<file path="src/design/sem_pkg.sv">
// types and constants of the sobel edge magnitude block
`default_nettype none
package sem_pkg;
    localparam int MAX_WIDTH = 1024;
    localparam int COL_W     = $clog2(MAX_WIDTH);
    localparam int CMP_W     = ((COL_W > 11) ? COL_W : 11) + 1;
    localparam int QDEPTH    = 4;
    localparam int QPTR_W    = $clog2(QDEPTH);
    localparam int PIX_W     = 24;

    localparam logic [1:0] REG_WIDTH  = 2'd0;
    localparam logic [1:0] REG_HEIGHT = 2'd1;

    typedef logic [PIX_W-1:0] t_pix;
    typedef t_pix [2:0]       t_row;
    typedef t_row [2:0]       t_nb;

    typedef struct packed {
        t_nb         nb;
        logic [11:0] row;
        logic [9:0]  col;
        logic        frame_done;
        logic        run_last;
    } t_job;
endpackage
`default_nettype wire

</file>
<file path="src/design/sem_back.sv">
// back end: gradients, squared sum and rounded square root per channel
`default_nettype none
module sem_back (
    input  wire logic          i_clk,
    input  wire logic          i_rst_n,
    input  wire logic          i_job_valid,
    output      logic          o_job_ready,
    input  wire sem_pkg::t_job i_job,
    output      logic          o_valid,
    input  wire logic          i_ready,
    output      logic [7:0]    o_edge_red,
    output      logic [7:0]    o_edge_green,
    output      logic [7:0]    o_edge_blue,
    output      logic [11:0]   o_out_row,
    output      logic [9:0]    o_out_col,
    output      logic          o_frame_done,
    output      logic          o_run_last
);
    import sem_pkg::*;

    typedef enum logic [3:0] {
        B_IDLE = 4'b0001,
        B_SQR  = 4'b0010,
        B_ROOT = 4'b0100,
        B_OUT  = 4'b1000
    } t_bstate;

    t_bstate            r_state;
    logic [2:0]         r_bit;
    logic [11:0]        r_row;
    logic [9:0]         r_col;
    logic               r_fd;
    logic               r_rl;
    logic signed [10:0] r_gx [3];
    logic signed [10:0] r_gy [3];
    logic [20:0]        r_s  [3];
    logic [7:0]         r_m  [3];
    logic [7:0]         r_edge [3];

    logic signed [10:0] gx [3];
    logic signed [10:0] gy [3];
    logic [20:0]        s_sum [3];
    logic [7:0]         m_next [3];
    logic [7:0]         edge_val [3];

    assign o_job_ready = (r_state == B_IDLE);
    assign o_valid     = (r_state == B_OUT);

    for (genvar ch = 0; ch < 3; ch++) begin : g_lane
        localparam int SH = 16 - 8 * ch;
        logic [9:0]         px_pos;
        logic [9:0]         px_neg;
        logic [9:0]         py_pos;
        logic [9:0]         py_neg;
        logic signed [21:0] sqx;
        logic signed [21:0] sqy;
        logic [7:0]         trial;
        logic [16:0]        prod;

        always_comb begin
            px_pos = 10'(i_job.nb[0][2][SH+:8]) + {1'b0, i_job.nb[1][2][SH+:8], 1'b0}
                   + 10'(i_job.nb[2][2][SH+:8]);
            px_neg = 10'(i_job.nb[0][0][SH+:8]) + {1'b0, i_job.nb[1][0][SH+:8], 1'b0}
                   + 10'(i_job.nb[2][0][SH+:8]);
            py_pos = 10'(i_job.nb[2][0][SH+:8]) + {1'b0, i_job.nb[2][1][SH+:8], 1'b0}
                   + 10'(i_job.nb[2][2][SH+:8]);
            py_neg = 10'(i_job.nb[0][0][SH+:8]) + {1'b0, i_job.nb[0][1][SH+:8], 1'b0}
                   + 10'(i_job.nb[0][2][SH+:8]);
            gx[ch] = $signed({1'b0, px_pos}) - $signed({1'b0, px_neg});
            gy[ch] = $signed({1'b0, py_pos}) - $signed({1'b0, py_neg});

            sqx       = r_gx[ch] * r_gx[ch];
            sqy       = r_gy[ch] * r_gy[ch];
            s_sum[ch] = sqx[20:0] + sqy[20:0];

            // largest m with m*(m+1) < s, one bit per cycle
            trial = r_m[ch] | (8'd1 << r_bit);
            prod  = 17'(trial) * (17'(trial) + 17'd1);
            m_next[ch] = ({4'd0, prod} < r_s[ch]) ? trial : r_m[ch];

            if (r_s[ch] == '0) begin
                edge_val[ch] = 8'd0;
            end else if (m_next[ch] == 8'd255) begin
                edge_val[ch] = 8'd255;
            end else begin
                edge_val[ch] = m_next[ch] + 8'd1;
            end
        end
    end

    always_ff @(posedge i_clk) begin
        if (!i_rst_n) begin
            r_state <= B_IDLE;
        end else begin
            unique case (r_state)
                B_IDLE: begin
                    if (i_job_valid) begin
                        for (int ch = 0; ch < 3; ch++) begin
                            r_gx[ch] <= gx[ch];
                            r_gy[ch] <= gy[ch];
                        end
                        r_row   <= i_job.row;
                        r_col   <= i_job.col;
                        r_fd    <= i_job.frame_done;
                        r_rl    <= i_job.run_last;
                        r_state <= B_SQR;
                    end
                end
                B_SQR: begin
                    for (int ch = 0; ch < 3; ch++) begin
                        r_s[ch] <= s_sum[ch];
                        r_m[ch] <= '0;
                    end
                    r_bit   <= 3'd7;
                    r_state <= B_ROOT;
                end
                B_ROOT: begin
                    for (int ch = 0; ch < 3; ch++) begin
                        r_m[ch] <= m_next[ch];
                    end
                    r_bit <= r_bit - 3'd1;
                    if (r_bit == 3'd0) begin
                        for (int ch = 0; ch < 3; ch++) begin
                            r_edge[ch] <= edge_val[ch];
                        end
                        r_state <= B_OUT;
                    end
                end
                B_OUT: begin
                    if (i_ready) begin
                        r_state <= B_IDLE;
                    end
                end
                default: begin
                    r_state <= B_IDLE;
                end
            endcase
        end
    end

    assign o_edge_red   = r_edge[0];
    assign o_edge_green = r_edge[1];
    assign o_edge_blue  = r_edge[2];
    assign o_out_row    = r_row;
    assign o_out_col    = r_col;
    assign o_frame_done = r_fd;
    assign o_run_last   = r_rl;
endmodule
`default_nettype wire

</file>
<file path="config.mk">
export PLATFORM = sky130hd
export DESIGN_NAME = sem_back
export DESIGN_NICKNAME = d
export VERILOG_FILES = /design/src/design/sem_pkg.sv /design/src/design/sem_back.sv
export SDC_FILE = /design/constraint.sdc
export NUM_CORES = 2
export LEC_CHECK = 0
export BUFFER_PORTS_ARGS = -buffer_cell sky130_fd_sc_hd__buf_2
export CAP_MARGIN = 0
export CORE_MARGIN = 2
export CORE_UTILIZATION = 43
export CTS_BUF_LIST = sky130_fd_sc_hd__clkbuf_8
export DETAILED_ROUTE_END_ITERATION = 10
export PLACE_DENSITY = 0.59
export SETUP_SLACK_MARGIN = 0.15
export SKIP_LAST_GASP = 1
export SYNTH_ARGS = -nofsm -noshare
export SYNTH_HDL_FRONTEND = slang
export SYNTH_SLANG_ARGS = --single-unit
</file>
<file path="constraint.sdc">
create_clock -name i_clk -period 25.4 [get_ports i_clk]
set_input_delay 1.27 -clock i_clk [delete_from_list [all_inputs] [get_ports i_clk]]
set_output_delay 1.27 -clock i_clk [all_outputs]
set_load 0.01 [all_outputs]
</file>
==> out/metrics.yaml <==
start_util_pct: 43.4
synth_top_area_share_pct: 42.5
synth-simple-area-share_pct: 10.2
slew_headroom_pct: 24.0
critPathMaxStageDelay_ns: 0.87
drv_cap: 0
synth_seq_cells: 208
drc_errors: 0
startpoint: "r_bit[0]"
grt_usage_pct: 18.7
antenna_found_initial: 5
outcome: "finished, final reports clean"
synth_area_leaders: "fa_1 43%, ha_1 13%, edfxtp_1 13%"
synthMuxAreaShare_pct: 0.116
synth_edf_count: 204
syn_inst: 4660
rsz0062_at_grt: "false"
endpoint_kind: "register"
grt_pass1_wl_um: 168000
insertion_delay_ns: 0.64
hpwl_um: 83900
syn_area_per_cell_um2: 9.99
required_ns: 25.76
wl_um: 97100
io_pins: 294
grt_pass1_vias: 33600
area_growth_pct: 7.92
synth.most_common_cell: "inv_1"
syn_nets: 6395
synth_adder_area_share_pct: 56.0
final.period_utilization_pct: 40.6
synth_top_family_by_area: "adder cells"
design.die.area_um2: 111000
cts_tree: "built"
slew_viol_final: 0
rows: 120
numCtsBuffers: 42
synth_compound_area_share_pct: 5.12
num_vias: 30400
critPathArrivalTime_ns: 10.68
skew_ns: 0.0360
die_height_um: 333
min_period_ns: 10.32
fmax_ghz: 0.0969
firstDrtPassIters: 7
worstHoldStart: "r_state[2]"
clk_pin_slew_worst_paths_ns: 0.06
clock_sinks: 208
nets: 6635
yosys_warnings: 0
port_buffers: 269
cp_num_cells: 38
synth-main-ff-cell: "edfxtp_1"
drive_gt1_share_pct: 7.80
crit_type: "reg -> reg"
reg2regPathDepth: 38
start_kind: "register"
hold_class: "reg -> reg"
ctsHtreeMaxLevel: 2
postCtsHoldBufs: 0
fin_util_pct: 46.9
cts_buffer_depth: 3
cpMaxStageDelayCell: "nor2b_1"
reg2reg_from: "r_bit[0]"
synth_top_area_cell: "fa_1"
syn_area_um2: 46600
gp_congestion: 0.835
ys_seq_area_share_pct: 13.3
worstMarginPinSlew_ns: 1.14
synth-xor-area-share_pct: 3.84
setup_violations: 0
wl_per_cell_um: 15.3
crit_buf_inv: 7
core_area_um2: 107000
hold_viol_final: 0
overflow: 0
die_w_um: 333
synth.top_cells.by_count: "1318 x inv_1, 989 x fa_1, 502 x ha_1, 296 x nor2_1, 245 x nand2_1"
crit_family: "adder cells"
drt_iter0_markers: 1403
worstHoldPathCells: 2
path_common_cell: "inv_1"
drtAntennaViolNets: 0
cts_resized: 0
cts_setup_buffers: 0
path_max_fanout: 11
clock_tree.root_cell: "clkbuf_8"
yosysUniqueCellTypes: 76
async_flop_share_pct: 0
viasPerCell: 4.80
setup_tns_ns: 0
grt_max_degree: 67
metrics by stage:
stage               area, um2  hold WS [ns]  instances  setup slack, ns
floorplan               46600         0.488       4660            16.86
global placement        49500         0.518       6259            15.16
detailed placement      49500         0.518       6259            15.11
CTS                     50200         0.533       6329            15.04
global route            50200         0.587       6333            14.42
finish                  50200         0.538       6334            15.08
logic make-up after synthesis:
logic type,after synthesis
compound gates,362
fa+ha+maj,1491
buf+inv,1407
simple gates,983
mux,5
flops,208
xor+xnor,204
tightest hold or removal path: cells and delay by family, from the launching register on:
family           cells  cell delay, ns
flip-flops           1            0.34
AND/OR/NAND/NOR      1            0.09
AO/OA/AOI/OAI        1            0.06
area by class of cell:
type                       count  area, um2
inverter                    1322       4960
clock buffer                  45        619
timing repair buffer         281       1440
multi-input combinational   3045      35100
sequential                   208       6210
fill                       10200      57000
antenna                        5       12.5
clock inverter                25        164
tap                         1403       1760
cells in the final DEF (no fill, tap or decap), drive strengths merged, types with 5 or more instances in the layout:
cell and instances:
fa 989, clkbuf 45, a211o 7, or3 14
xnor2 161, and2 142, nor2b 77, a211oi 22
nor3 35, nor4 18, inv 1333, o21a 9
nand2b 42, o211ai 7, nand2 245, buf 281
nand4 10, o21ai 63, nand3 35, clkinv 9
a21oi 119, ha 502, o31ai 9, a21boi 7
and3 25, a31oi 17, nand3b 9, o31a 7
a41oi 5, or2 23, a221oi 5, o21bai 16
edfxtp 204, o41ai 6, a21o 39, nor2 296
diode 5, xor2 43
sequential cells by signal, indices dropped and copies added (netlist names), 3 cells and up:
register / count
r_s: 63
r_gx: 33
r_gy: 33
r_edge: 24
r_m: 24
o_out_row: 12
o_out_col: 10
r_state: 4
r_bit: 3
final timing paths:
check                                      to  slack (ns)
worst max register to register  r_edge[0][21]       15.08
worst min-delay path               r_state[2]        0.54
worst min register to register     r_state[2]        0.54
worst max-delay path            r_edge[0][21]       15.08
layer usage:
layer	vias to the layer above	GRT usage [%]	wire, um
met3	95	2.45	4000
met1	15300	25.6	44000
met2	513	31.8	47300
met5	-	0	0
met4	0	3.75	1830
li1	14600	-	-
Power is left out: the tool's default activity adds up to more than one toggle a clock period on the data nets, which glitch-free logic cannot reach.
