File: config.mk
export PLATFORM = sky130hd
export DESIGN_NAME = sem_queue
export DESIGN_NICKNAME = d
export VERILOG_FILES = /design/src/design/sem_pkg.sv /design/src/design/sem_queue.sv
export SDC_FILE = /design/constraint.sdc
export NUM_CORES = 1
export LEC_CHECK = 0
export BUFFER_PORTS_ARGS = -buffer_cell sky130_fd_sc_hd__buf_4
export CORE_ASPECT_RATIO = 1.5
export CORE_UTILIZATION = 30
export CTS_CLUSTER_SIZE = 8
export DETAILED_ROUTE_END_ITERATION = 10
export PLACE_DENSITY = 0.57
export SLEW_MARGIN = 20
export SYNTH_ARGS = -nofsm -noshare
export SYNTH_HDL_FRONTEND = slang
export SYNTH_SLANG_ARGS = --single-unit
export TNS_END_PERCENT = 50
File: constraint.sdc
create_clock -name i_clk -period 13.3 [get_ports i_clk]
set_input_delay 1.995 -clock i_clk [delete_from_list [all_inputs] [get_ports i_clk]]
set_output_delay 1.995 -clock i_clk [all_outputs]
set_load 0.01 [all_outputs]
File: src/design/sem_pkg.sv
// types and constants of the sobel edge magnitude block
`default_nettype none
package sem_pkg;
    localparam int MAX_WIDTH = 1024;
    localparam int COL_W     = $clog2(MAX_WIDTH);
    localparam int CMP_W     = ((COL_W > 11) ? COL_W : 11) + 1;
    localparam int QDEPTH    = 4;
    localparam int QPTR_W    = $clog2(QDEPTH);
    localparam int PIX_W     = 24;

    localparam logic [1:0] REG_WIDTH  = 2'd0;
    localparam logic [1:0] REG_HEIGHT = 2'd1;

    typedef logic [PIX_W-1:0] t_pix;
    typedef t_pix [2:0]       t_row;
    typedef t_row [2:0]       t_nb;

    typedef struct packed {
        t_nb         nb;
        logic [11:0] row;
        logic [9:0]  col;
        logic        frame_done;
        logic        run_last;
    } t_job;
endpackage
`default_nettype wire

File: src/design/sem_queue.sv
// short job queue between front and back
`default_nettype none
module sem_queue (
    input  wire logic          i_clk,
    input  wire logic          i_rst_n,
    input  wire logic          i_valid,
    output      logic          o_ready,
    input  wire sem_pkg::t_job i_job,
    output      logic          o_valid,
    input  wire logic          i_ready,
    output      sem_pkg::t_job o_job
);
    import sem_pkg::*;

    t_job              r_mem [QDEPTH];
    logic [QPTR_W-1:0] r_wr;
    logic [QPTR_W-1:0] r_rd;
    logic [QPTR_W:0]   r_cnt;
    logic              push;
    logic              pop;

    assign o_ready = (r_cnt != (QPTR_W+1)'(QDEPTH));
    assign o_valid = (r_cnt != '0);
    assign o_job   = r_mem[r_rd];
    assign push    = i_valid && o_ready;
    assign pop     = o_valid && i_ready;

    always_ff @(posedge i_clk) begin
        if (push) begin
            r_mem[r_wr] <= i_job;
        end
    end

    always_ff @(posedge i_clk) begin
        if (!i_rst_n) begin
            r_wr  <= '0;
            r_rd  <= '0;
            r_cnt <= '0;
        end else begin
            if (push) begin
                r_wr <= r_wr + QPTR_W'(1);
            end
            if (pop) begin
                r_rd <= r_rd + QPTR_W'(1);
            end
            case ({push, pop})
                2'b10:   r_cnt <= r_cnt + (QPTR_W+1)'(1);
                2'b01:   r_cnt <= r_cnt - (QPTR_W+1)'(1);
                default: r_cnt <= r_cnt;
            endcase
        end
    end
endmodule
`default_nettype wire

==> results of run 1 <==
[sequential cells by signal (all words and copies together) (netlist names), named ones only]
name,count
r_mem,960
r_rd,2
r_wr,2
r_cnt,3
[worst max-delay path, stage by stage, from the launching register on]
cell and delay (ps):
dfxtp_4 910, buf_4 870, buf_4 930, mux4_2 460, buf_4 170
[layout make-up]
class	instances	area (um^2)	area share [%]
timing repair buffer	502	3822	8.620
clock buffer	159	3649	8.228
sequential	969	29020	65.44
clock inverter	11	190.2	0.4289
multi-input combinational	276	5690	12.83
inverter	6	22.52	0.05079
tap	1550	1939	4.374
antenna	5	12.51	0.02822
[worst max-delay path by stage]
stage                              to  depth (start not counted)  slack [ps]
after floorplan           r_mem[0][0]                          2        4800
after global placement     o_job[225]                          4        7670
after detailed placement   o_job[225]                          4        7690
after CTS                  o_job[225]                          4        6840
after global routing        o_job[75]                          4        6790
final                      o_job[225]                          4        7080
[per-stage QoR]
step	instance area, um^2	hold slack, ps
floorplan	35120	467.7
global placement	40490	478.5
detailed placement	40490	532.8
CTS	44330	540.9
global route	44340	571.5
finish	44340	544.1
[power by group through the flow]
stage                     clock [mW]  sequential [mW]  combinational, mW
after global placement             0             3.84               2.07
after detailed placement           0             3.86               2.08
after global routing            3.35             3.82               2.16
after floorplan                    0             3.86               1.22
final                           3.13             3.79               2.02
after CTS                       3.24             3.80               2.09
[cells in the mapped netlist]
| master | number |
|---|---|
| dfxtp_1 | 9 |
| o311ai_0 | 1 |
| inv_1 | 6 |
| and2_1 | 7 |
| a21boi_0 | 1 |
| mux2i_1 | 2 |
| a21boi_1 | 1 |
| o21ai_0 | 2 |
| nor2b_1 | 2 |
| o31a_1 | 1 |
| clkbuf_1 | 7 |
| xnor2_1 | 3 |
| buf_6 | 23 |
| fa_1 | 1 |
| ha_1 | 5 |
| buf_2 | 25 |
| edfxtp_1 | 960 |
| mux4_2 | 240 |
| nor2_1 | 1 |
| xor2_1 | 1 |
| nand2_1 | 6 |
| or3_1 | 2 |
[logic make-up after synthesis]
group	synth area share, %
mux	15.45
compound gates	0.1212
simple gates	0.2707
xor+xnor	0.09977
buf+inv	1.233
fa+ha+maj	0.2351
flops	82.59
[layout by cell type, fill, tap and decap left out]
cell type,instances
edfxtp_1,960
buf_4,497
mux4_2,240
clkbuf_16,143
clkbuf_1,15
dfxtp_1,7
inv_1,6
nand2_1,6
diode_2,5
ha_1,5
and2_4,4
buf_12,4
xnor2_1,3
and2_1,3
clkinv_8,3
inv_6,3
clkinv_16,3
or3_1,2
mux2i_1,2
nor2b_1,2
o21ai_0,2
dfxtp_4,2
o31a_1,1
nor2_1,1
a21boi_1,1
o311ai_0,1
xor2_1,1
a21boi_0,1
fa_1,1
clkbuf_8,1
clkinv_2,1
inv_16,1
buf_6,1
[routing by layer]
metal  track usage (%)  vias to the layer above  part of all wire (%)
li1                  -                     6808                     -
met5                 0                        -                  0.23
met2             21.15                      535                    50
met4             6.132                       28                   3.2
met1             13.85                     8227                    36
met3             6.329                      168                    10
==> metrics.txt, run 1 <==
reg2reg setup slack=9610 ps; drt total wl=between 70000 and 80000 um; Worst Skew=about 44 ps; Power Density=between 200 and 250 mW/mm^2; Reg2Reg Depth=6; Hold Violations, Final=0; critical path required time=approximately 11000 ps; CP max FO=between 60 and 70; peak supply drop=0.0001284 V; syn nets=around 1600; clk root buf=clkbuf_16; TritonCTS clock tree=yes; worst slew pin tran=between 1000 and 1500 ps; final-report setup violation count=0; Placeable Area=0.1160 mm^2; number of global-route vias before repair=around 17000; reg-to-reg startpoint=r_cnt[1]; Tot Pwr=8.945 mW; DRT antenna net count=0; Comb pwr share=22.6%; worst hold start=r_wr[0]; Cell Rows=between 150 and 200; Cell Count, Final, Fillers Out=approximately 3500; Die H=~420 um; Area growth syn-to-layout=26.25%; first-pass GRT wire length=112000 um; crit end category=primary output; cell count after synthesis=~1300; Placer Congestion=0.7193; total of warnings raised by yosys=0; Hold Buf Count CTS=0; sequential share of the synthesized area=82.59%; Synth Cell Area=0.03512 mm^2; dominant cell type by area after synthesis=edfxtp_1; drt drc=0; f_max=~160 MHz; Initial Util=a little under a third; Reg power frac=42.4%; hold path depth=2; P_int=6.638 mW; Sw Ratio=between 20% and 30%; post-DR vias/cell=4.533; setup TNS=0 ps; placed insts=between 3000 and 4000; Slew Limit Fails=0; Worst Hold Endpoint=r_wr[0]; max-capacitance violation count=0; clk sinks=between 900 and 1000; # Post-CTS Setup Buffers=0; terminus of the critical flop-to-flop path=r_mem[1][56]; Mean Syn Cell Area=about 27 um^2; cts bufs inserted=around 140; DR pass1 iterations=5; Congestion Overflow GR=0; # resized after CTS=0; largest net degree at the start of global routing=around 130; CTS H-tree lvls=4; Die X=around 280 um; Vias=between 15000 and 20000; nets=roughly 2100; Reg clk slew, reported paths=roughly 50 ps; RSZ-0062 raised after global routing=no; run status=complete, no violations; #FFs+latches synth=between 900 and 1000; Lkg Pwr=between 10 and 15 nW; share of total power in the clock network=35.0%; Tot GR Track Use=12.92%; CTS max path bufs=3; routed length per instance=~22 um; ranking of synthesized cells by area=edfxtp_1 (82%), mux4_2 (15%), buf_6 (0.74%); initial antenna violation count=20; layout cells sized above 1=approximately 47%; hpwl dp=between 40000 and 50000 um; hold crit path type=register to register; final worst slack=a little over 7000 ps; # port buffers=about 490; total die area=roughly 0.12 mm^2; IO Pins=486; switching power total=2.307 mW; synth unique cells=22; pre-CTS worst setup slack=about 7700 ps; post-route minimum period=approximately 6200 ps; clk_lat worst skew=760 ps; Core Util, Final=between 30% and 40%; Final Cycle Share=approximately 47%; Startpoint Class=register; Synth top area share=a little over 80%; DRT iter0 DRCs=between 700 and 800; Slew HR=19.85%; Crit path arrival time=between 4000 and 5000 ps; fillcell total=between 10000 and 15000; Setup CP Type=register to primary output
Power figures use the tool's default switching activity.
==> run 2: changes to the inputs <==
- clock period: 13.3 -> 6.45 ns (I/O delays scaled with it)
==> run 2 against run 1 <==
Final cell count grew 0.20%. Clock power up 110%. Die area unchanged. Flip-flop and latch count unchanged. Total power rose by 110%. Register-to-register slack got worse by 5900 ps. Design area increased by 0.46%. Via count grew 0.51%. Clock skew fell by 16 ps. Critical path type unchanged.
==> metrics.txt, run 2 (same netlist as run 1, synthesis figures left out) <==
largest net degree at the start of global routing=114 (was 131); Hold Buf Count CTS=0 (unchanged); number of global-route vias before repair=17550 (was 17320); drt total wl=79640 um (was 76410 um); hold crit path type=input pin to register (was register to register); CTS H-tree lvls=4 (unchanged); first-pass GRT wire length=115600 um (was 112000 um); CP Cell Sequence=buf_12, mux4_2, buf_4 (was buf_4, buf_4, mux4_2, buf_4); f_max=between 200 and 250 MHz; critical path required time=5480 ps (was 11310 ps); crit end category=primary output (unchanged); post-route minimum period=4139 ps; Worst Skew=27.66 ps (was 43.50 ps); CTS max path bufs=3 (unchanged); Slew HR=24.37% (was 19.85%); Largest register FFs=960 (unchanged); Slew Limit Fails=0 (unchanged); Placed Area=0.04063 mm^2 (was 0.04049 mm^2); CP max FO=95 (was 69); most frequent cells in the layout=edfxtp_1 (960), buf_4 (493), mux4_2 (240) (was edfxtp_1 (960), buf_4 (497), mux4_2 (240)); Power Density=418.7 mW/mm^2 (was 201.7 mW/mm^2); Vias=15850 (was 15770); clk_lat worst skew=750 ps (was 760 ps); Area growth syn-to-layout=26.83% (was 26.25%); Die H=421.1 um (unchanged); Placer Congestion=0.7259 (was 0.7193); total die area=0.1185 mm^2 (unchanged); Worst path max stage delay=1000 ps (was 930 ps); clk sinks=969 (unchanged); # resized after CTS=0 (unchanged); DRT iter0 DRCs=871 (was 785); Lkg Pwr=14.65 nW (was 14.57 nW); layout cells sized above 1=47.25% (was 46.96%); Tot GR Track Use=13.44% (was 12.92%); Hold Violations, Final=0 (unchanged); Core Util, Final=38.40% (was 38.22%); nets=2150 (was 2144); IO Pins=486 (unchanged); Crit path arrival time=3170 ps (was 4220 ps); # port buffers=485 (unchanged); run status=complete, no violations (unchanged); worst slew pin tran=1134 ps (was 1202 ps); post-DR vias/cell=4.547 (was 4.533); Congestion Overflow GR=0 (unchanged); Post-Layout Inst Area=0.04454 mm^2 (was 0.04434 mm^2); drt drc=0 (unchanged); routed length per instance=22.85 um (was 21.97 um); Setup CP Type=register to primary output (unchanged); commonest non-fill, non-tap cell in the layout=edfxtp_1 (unchanged); Cell Rows=153 (unchanged); max-capacitance violation count=0 (unchanged); RSZ-0062 raised after global routing=no (unchanged); Startpoint Class=register (unchanged); final-report setup violation count=0 (unchanged); DR pass1 iterations=5 (unchanged); DRT antenna net count=0 (unchanged); Initial Util=30.27% (unchanged); CP max stage cell=dfxtp_4 (was buf_4); initial antenna violation count=21 (was 20); Reg clk slew, reported paths=50 ps (about the same); Die X=281.4 um (unchanged); # Post-CTS Setup Buffers=0 (unchanged); Reg with most FFs=r_mem (unchanged); Placeable Area=0.1160 mm^2 (unchanged); peak supply drop=0.0003278 V (was 0.0001284 V); Final Cycle Share=64.17%; clk root buf=clkbuf_16 (unchanged); cts bufs inserted=140 (was 139); hpwl dp=48160 um (was 45530 um); Tot Pwr=18.65 mW (was 8.945 mW); largest registers=r_mem x960, r_cnt x3 (unchanged); TritonCTS clock tree=yes (unchanged)
[run 2: cell types whose count changed in the layout (fill, tap and decap cells not counted), moves of 2 or more]
cell       previous run  this run
clkinv_8              3         0
inv_16                1         5
buf_4               497       493
buf_12                4        13
clkbuf_1             15        12
clkinv_16             3         1
diode_2               5         7
[run 2: worst max-delay path, delay by kind of cell (launching register included)]
family                 cells  cell delay [ps]
buffers and inverters      2              690
flip-flops                 1             1000
multiplexers               1              430
[run 2: stage by stage]
step / setup WS (ps) / std cells / hold slack (ps) / setup TNS (ps)
floorplan: -1027 / 1306 / 467.7 / -492780
global placement: 3040 / 3307 / 476.4 / 0
detailed placement: 3015 / 3307 / 512.2 / 0
CTS: 2167 / 3477 / 330.4 / 0
global route: 2150 / 3485 / 347.9 / 0
finish: 2311 / 3485 / 418.3 / 0
[run 2: final timing paths]
path,startpoint,to,slack (ps),cells after the start
worst min register to register,r_wr[0],r_wr[0],510,2
worst max-delay path,register,o_job[209],2310,3
worst min-delay path,i_job[237],r_mem[1][237],420,1
worst max register to register,r_cnt[0],r_mem[0][10],3690,5
[run 2: area by class of cell]
class,instances,area (um^2)
Antenna cell,7,17.52
Clock buffer,157,3662
Clock inverter,13,207.7
Fill cell,10480,71460
Inverter,6,22.52
Multi-Input combinational cell,276,5690
Sequential cell,969,29020
Tap cell,1550,1939
Timing Repair Buffer,507,3989
[run 2: layer usage]
| metal | GRT usage [%] | wire length [um] |
|---|---|---|
| met1 | 14.29 | 28430 |
| met2 | 22.20 | 40470 |
| met3 | 6.551 | 8083 |
| met4 | 6.232 | 2495 |
| met5 | 0 | 161 |
[run 2: report_power, final]
group	leakage [nW]	internal, mW	switching, mW
sequential	8.89	7.61	0.158
clock	1.89	4.01	2.55
combinational	3.87	2.17	2.16
